File: src/rtl/mono_framebuffer_palette_macros.svh
// ----------------------------------------------------------------------------
// mono_framebuffer_palette_macros.svh
// Assertion macros for the mono frame buffer; empty in synthesis.
// ----------------------------------------------------------------------------
`ifndef MONO_FRAMEBUFFER_PALETTE_MACROS_SVH
`define MONO_FRAMEBUFFER_PALETTE_MACROS_SVH

`ifndef SYNTHESIS
// prop must hold at every clock edge outside reset
`define MFP_ASSERT(lbl, prop, msg) \
  lbl: assert property (@(posedge clk_i) disable iff (!rst_ni) (prop)) else $error(msg);
// cons must hold in the cycle after ante
`define MFP_ASSERT_NEXT(lbl, ante, cons, msg) \
  lbl: assert property (@(posedge clk_i) disable iff (!rst_ni) (ante) |=> (cons)) \
    else $error(msg);
`else
`define MFP_ASSERT(lbl, prop, msg)
`define MFP_ASSERT_NEXT(lbl, ante, cons, msg)
`endif

`endif

File: src/rtl/mfp_pkg.sv
// ----------------------------------------------------------------------------
// mfp_pkg
// Shared types and constants of the mono frame buffer.
// ----------------------------------------------------------------------------
package mfp_pkg;

  localparam int unsigned MaxPixels  = 65536;
  localparam int unsigned StoreWords = MaxPixels / 8;
  localparam int unsigned WordAddrW  = $clog2(StoreWords);
  localparam int unsigned PixCntW    = $clog2(MaxPixels + 1);
  localparam int unsigned WordCntW   = $clog2(StoreWords + 1);

  localparam int unsigned DimW    = 13;
  localparam int unsigned CoordW  = 12;
  localparam int unsigned PosW    = 16;
  localparam int unsigned ChanW   = 8;
  localparam int unsigned ColourW = 16;
  localparam int unsigned ProdW   = 2 * DimW;

  localparam int unsigned InDataW  = 2 * CoordW + PosW + 3 * ChanW;
  localparam int unsigned CfgIdxW  = 2;
  localparam int unsigned CfgDataW = 16;

  typedef enum logic [1:0] {
    REQ_SET    = 2'd0,
    REQ_RD_XY  = 2'd1,
    REQ_RD_IDX = 2'd2,
    REQ_FILL   = 2'd3
  } req_e;

  typedef enum logic [CfgIdxW-1:0] {
    CFG_WIDTH  = 2'd0,
    CFG_HEIGHT = 2'd1,
    CFG_ON     = 2'd2,
    CFG_OFF    = 2'd3
  } cfg_idx_e;

  // controller -> datapath
  typedef struct packed {
    logic in_ready;   // input side open
    logic capture;    // latch input beat
    logic calc;       // form pixel index
    logic mem_rd;     // read word at pixel index
    logic set_wr;     // write modified word back
    logic sweep_wr;   // sweep write at counter
    logic sweep_clr;  // sweep writes zero (post-reset clear)
    logic load_out;   // load result register
  } cmd_t;

  // datapath -> controller
  typedef struct packed {
    req_e req;
    logic in_range;
    logic clear_last;
    logic fill_last;
    logic frame_empty;
    logic out_valid;
  } sts_t;

endpackage

File: src/rtl/mfp_ctrl.sv
// ----------------------------------------------------------------------------
// mfp_ctrl
// Sequencer: post-reset clear, request decode, fill sweep, result hand-off.
// ----------------------------------------------------------------------------
module mfp_ctrl
  import mfp_pkg::*;
(
  input  logic clk_i,
  input  logic rst_ni,
  input  logic in_valid_i,
  input  logic out_ready_i,
  input  sts_t sts_i,
  output cmd_t cmd_o
);

  typedef enum logic [2:0] {
    ST_CLEAR,
    ST_IDLE,
    ST_CALC,
    ST_FILL,
    ST_READ,
    ST_DATA,
    ST_RESP
  } state_e;

  state_e state_q, state_d;

  always_comb begin
    cmd_o   = '0;
    state_d = state_q;
    unique case (state_q)
      ST_CLEAR: begin
        cmd_o.sweep_wr  = 1'b1;
        cmd_o.sweep_clr = 1'b1;
        if (sts_i.clear_last) state_d = ST_IDLE;
      end
      ST_IDLE: begin
        cmd_o.in_ready = 1'b1;
        cmd_o.capture  = in_valid_i;
        if (in_valid_i) state_d = ST_CALC;
      end
      ST_CALC: begin
        cmd_o.calc = 1'b1;
        state_d    = (sts_i.req == REQ_FILL) ? ST_FILL : ST_READ;
      end
      ST_FILL: begin
        if (sts_i.frame_empty) begin
          state_d = ST_IDLE;
        end else begin
          cmd_o.sweep_wr = 1'b1;
          if (sts_i.fill_last) state_d = ST_IDLE;
        end
      end
      ST_READ: begin
        cmd_o.mem_rd = 1'b1;
        state_d      = ST_DATA;
      end
      ST_DATA: begin
        if (sts_i.req == REQ_SET) begin
          cmd_o.set_wr = sts_i.in_range;
          state_d      = ST_IDLE;
        end else begin
          state_d = ST_RESP;
        end
      end
      ST_RESP: begin
        if (!sts_i.out_valid || out_ready_i) begin
          cmd_o.load_out = 1'b1;
          state_d        = ST_IDLE;
        end
      end
      default: state_d = ST_IDLE;
    endcase
  end

  always_ff @(posedge clk_i or negedge rst_ni) begin
    if (!rst_ni) begin
      state_q <= ST_CLEAR;
    end else begin
      state_q <= state_d;
    end
  end

endmodule

File: config.mk
export PLATFORM = sky130hd
export DESIGN_NAME = mfp_ctrl
export DESIGN_NICKNAME = d
export VERILOG_FILES = /design/src/rtl/mono_framebuffer_palette_macros.svh /design/src/rtl/mfp_pkg.sv /design/src/rtl/mfp_ctrl.sv
export SDC_FILE = /design/constraint.sdc
export NUM_CORES = 1
export LEC_CHECK = 0
export BUFFER_PORTS_ARGS = -buffer_cell sky130_fd_sc_hd__buf_2
export CAP_MARGIN = 20
export CORE_AREA = 2 2 39 41
export DETAILED_ROUTE_END_ITERATION = 7
export DIE_AREA = 0 0 41 43
export PLACE_DENSITY = 0.51
export SKIP_LAST_GASP = 1
export SLEW_MARGIN = 15
export SYNTH_ARGS = -nofsm -noshare
export SYNTH_HDL_FRONTEND = slang
export SYNTH_SLANG_ARGS = --single-unit
File: constraint.sdc
create_clock -name clk_i -period 2.7 [get_ports clk_i]
set_input_delay 0.405 -clock clk_i [delete_from_list [all_inputs] [get_ports clk_i]]
set_output_delay 0.405 -clock clk_i [all_outputs]
set_load 0.01 [all_outputs]
-- After elaboration in Yosys (flattened, before gate mapping)
Cells that the tools add are included.
- register bits after elaboration: 3
- output and inout bits: 8
- equality and inequality tests: 11
- muxes and demuxes: 18
- reductions and logical operators: 5
- operator list (operator ; number):
    two-way mux 3 bit ; 7
    one-hot mux 3 bit (7 select lines) ; 1
    == test 3 bit, second input constant ; 3
    two-way mux 1 bit ; 8
    == test 3 x 2 -> 1 bit, second input constant ; 2
    != test 2 bit, second input constant ; 3
    AND reduction 4 bit ; 1
    == test 3 x 1 -> 1 bit, second input constant ; 1
    logical NOT 3 bit ; 1
    != test 3 bit, second input constant ; 1
    == test 2 bit, second input constant ; 1
    logical NOT 2 bit ; 1
    two-way mux 2 bit ; 1
    one-hot mux 1 bit (2 select lines) ; 1
    logical NOT 1 bit ; 1
    logical OR 1 bit ; 1

-- Logic depth before layout (Yosys ltp)
- depth after elaboration: 4
- gate-level depth with buffers: 5
- gate-level depth less buffers: 4

-- Worst setup path before layout
Ideal clock, no wire load.
- path kind: register to output
- start point: register state_q[1]
- end point: output port cmd_o[3] (netlist bit)
- arrival time: 1080 ps
- required time: 2295 ps
- path slack: 1215 ps
- cell stages (with the launch flop): 5
- buffers on the path: 1
- cell sequence: dfrtp_1 > buf_2 > inv_1 > nand2_1 > nor4_1
- RTL lines (what ; RTL line ; RTL):
    start: declaration ; mfp_ctrl.sv:26 ; state_e state_q, state_d;
    start signal: assignment ; mfp_ctrl.sv:80 ; state_q <= state_d;
    end: declaration ; mfp_ctrl.sv:13 ; output cmd_t cmd_o

==> results.json <==
{
  "end_kind": "primary output",
  "drcViolationCount": 0,
  "fin_ws_ns": 0.904,
  "reg.largest.list": "state_q x3",
  "cts_sinks": 3,
  "cts_buffer_depth": 2,
  "clkTransAtPathRegs_ns": 0.04,
  "relSlewSlack_pct": 74.3,
  "rows": 14,
  "grt_max_degree": 14,
  "max_cap_viol_count": 0,
  "area_growth_pct": 42.9,
  "grt_pass1_wl_um": 1190,
  "routed_wirelength_um": 803,
  "final_cell_mix": "buf_2, nor2_1, nand2_1, inv_1, o21ai_0",
  "start_util_pct": 21.7,
  "drtIter0Drc": 8,
  "p_per_area_nw_per_um2": 1040,
  "switchingPower_mw": 0.210,
  "die_w_um": 41,
  "clockPowerShare_pct": 17.6,
  "reg2reg_from": "state_q[1]$_DFFE_PN0P_",
  "worstPathCellList": "inv_1 -> nand2_1 -> nor2_1 -> and2_1 -> buf_2",
  "drive_gt1_share_pct": 36.5,
  "rsz0062_at_grt": "no",
  "max_freq_ghz": 0.557,
  "final_area_um2": 429,
  "place_area_um2": 393,
  "reg2reg_depth": 4,
  "critPathBufInv": 2,
  "syn_area_um2": 300,
  "cts_buffers": 3,
  "p_seq_share_pct": 29.6,
  "post_drt_wl_per_cell_um": 10.2,
  "fin_skew_ns": 0.00412,
  "antenna_left": 0,
  "clk_latency_ns": 0.23,
  "crit_fanout": 11,
  "status": "completed",
  "largest_register": "state_q",
  "cts_tree": "done",
  "nets": 75,
  "synthTopCellsByArea": "dfrtp_1, nor2_1, o21ai_0, nand2_1, inv_1",
  "min_period_ns": 1.80,
  "io_pins": 19,
  "peakVddDrop_uv": 292,
  "vias_per_cell": 4.66,
  "synth_top_cell_area_share_pct": 25.0,
  "die_area_um2": 1760,
  "finalSetupViolCount": 0,
  "p_comb_share_pct": 52.7,
  "syn_avg_cell_area_um2": 6.98,
  "hold_viol_final": 0,
  "dr_total_vias": 368,
  "min_period_over_period_pct": 66.5,
  "post_synth_num_cell_types": 23,
  "die_h_um": 43,
  "fillerInstances": 162,
  "antenna_found_initial": 0,
  "io_buffer_count": 18,
  "place.detailed.hpwl_um": 613,
  "cp.required_ns": 2.30,
  "place_congestion": 0.801,
  "tightest_slew_ns": 0.386,
  "antenna-diode-count": 0,
  "ys_ff_latch": 3,
  "place_ws_ns": 1.13,
  "crit_type": "reg -> out",
  "slowest_delay_ns": 0.48,
  "crit_family": "flip-flops",
  "cts_root_buffer": "clkbuf_4",
  "grt-ovfl-total": 0,
  "reg2reg_setup_slack_ns": 1.12,
  "h-tree-depth": 1,
  "switching_share_pct": 47.1,
  "synth_nets": 54,
  "synth-seq-area-share_pct": 25.0,
  "synthCells": 43,
  "layout_commonest_cell": "buf_2",
  "core-area_um2": 1380,
  "hold_class": "in -> async",
  "p_int_mw": 0.236,
  "leakagePower_nw": 0.218,
  "ys_warn_count": 0,
  "tns_ns": 0,
  "critPathSlowestCell": "dfrtp_1",
  "worstSetupStartpointType": "flop",
  "drv_slew": 0,
  "netlist.top_cell.by_area": "dfrtp_1",
  "cts_resized": 0,
  "rr_endpoint": "state_q[1]$_DFFE_PN0P_",
  "cp.arrival_ns": 1.39,
  "grt.total_usage_pct": 9.93,
  "grt_pass1_vias": 286,
  "largest_register_ffs": 3,
  "first_pass_iters": 4
}
-- routing by layer --
metal / up-vias / global-route usage (%) / share of wire, %
li1: 192 / - / -
met1: 157 / 13.1 / 47
met2: 17 / 14.1 / 43
met3: 2 / 2.09 / 7.5
met4: 0 / 6.00 / 2.4
met5: - / 0 / 0
-- logic make-up (layout without fill, tap and decap cells) --
family	count (synthesis)	after routing	share of synthesized area, %
compound gates	12	12	26.7
buf+inv	7	27	10.8
flops	3	3	25.0
mux	1	1	5.00
simple gates	20	20	32.5
-- layout make-up --
cell class	instances	area (µm²)	share of cell area, %
Inverter	4	15.0	3.50
Timing Repair Buffer	19	100	23.3
Multi-Input combinational cell	33	193	44.9
Tap cell	16	20.0	4.66
Clock buffer	4	26.3	6.12
Sequential cell	3	75.1	17.5
-- power groups by stage --
stage | registers [mW] | logic, mW | clock network [mW]
CTS | 0.132 | 0.241 | 0.0810
floorplan | 0.0785 | 0.224 | 0
global placement | 0.133 | 0.238 | 0
finish | 0.132 | 0.235 | 0.0785
global route | 0.139 | 0.266 | 0.0861
detailed placement | 0.133 | 0.237 | 0
-- what timing repair did --
item                                   CTS  global route
endpoints found under the hold margin    3             0
hold buffers                             1             0
buffers inserted                         0             0
-- cell usage after synthesis --
| master | number |
|---|---|
| a31oi_1 | 2 |
| nand2_1 | 5 |
| a21oi_2 | 1 |
| and2_1 | 1 |
| nor2_1 | 6 |
| o2bb2ai_1 | 1 |
| o21ai_0 | 4 |
| buf_4 | 1 |
| a21oi_1 | 1 |
| nor4_1 | 1 |
| o31ai_1 | 1 |
| mux2_4 | 1 |
| dfrtp_1 | 3 |
| and2b_1 | 1 |
| buf_2 | 2 |
| inv_1 | 4 |
| nor3_1 | 2 |
| nand4b_1 | 1 |
| or3_1 | 1 |
| o311ai_0 | 1 |
| nand2b_1 | 1 |
| nand3_1 | 1 |
| a221oi_1 | 1 |
-- through the flow --
stage	power [mW]	hold slack [ns]	std cells	utilization (%)
after global placement	0.370	0.203	74	28.4
after global routing	0.491	0.508	79	31.0
after floorplan	0.303	0.109	43	-
after CTS	0.454	0.488	79	31.0
after detailed placement	0.371	0.201	74	28.4
final	0.446	0.493	79	31.0
-- worst max-delay path by stage --
| stage | startpoint | to | slack (ns) | cells after the start |
|---|---|---|---|---|
| 2_1_floorplan | state_q[1]$_DFFE_PN0P_ | cmd_o[3] | 1.21 | 4 |
| 3_3_place_gp | state_q[2]$_DFFE_PN0P_ | state_q[1]$_DFFE_PN0P_ | 1.13 | 4 |
| 3_5_place_dp | state_q[1]$_DFFE_PN0P_ | state_q[1]$_DFFE_PN0P_ | 1.13 | 4 |
| 4_1_cts | state_q[1]$_DFFE_PN0P_ | cmd_o[6] | 0.89 | 5 |
| 5_1_grt | state_q[1]$_DFFE_PN0P_ | cmd_o[6] | 0.79 | 5 |
| 6_report | state_q[1]$_DFFE_PN0P_ | cmd_o[6] | 0.90 | 5 |
Note: power is estimated with default switching activity, not from simulation.
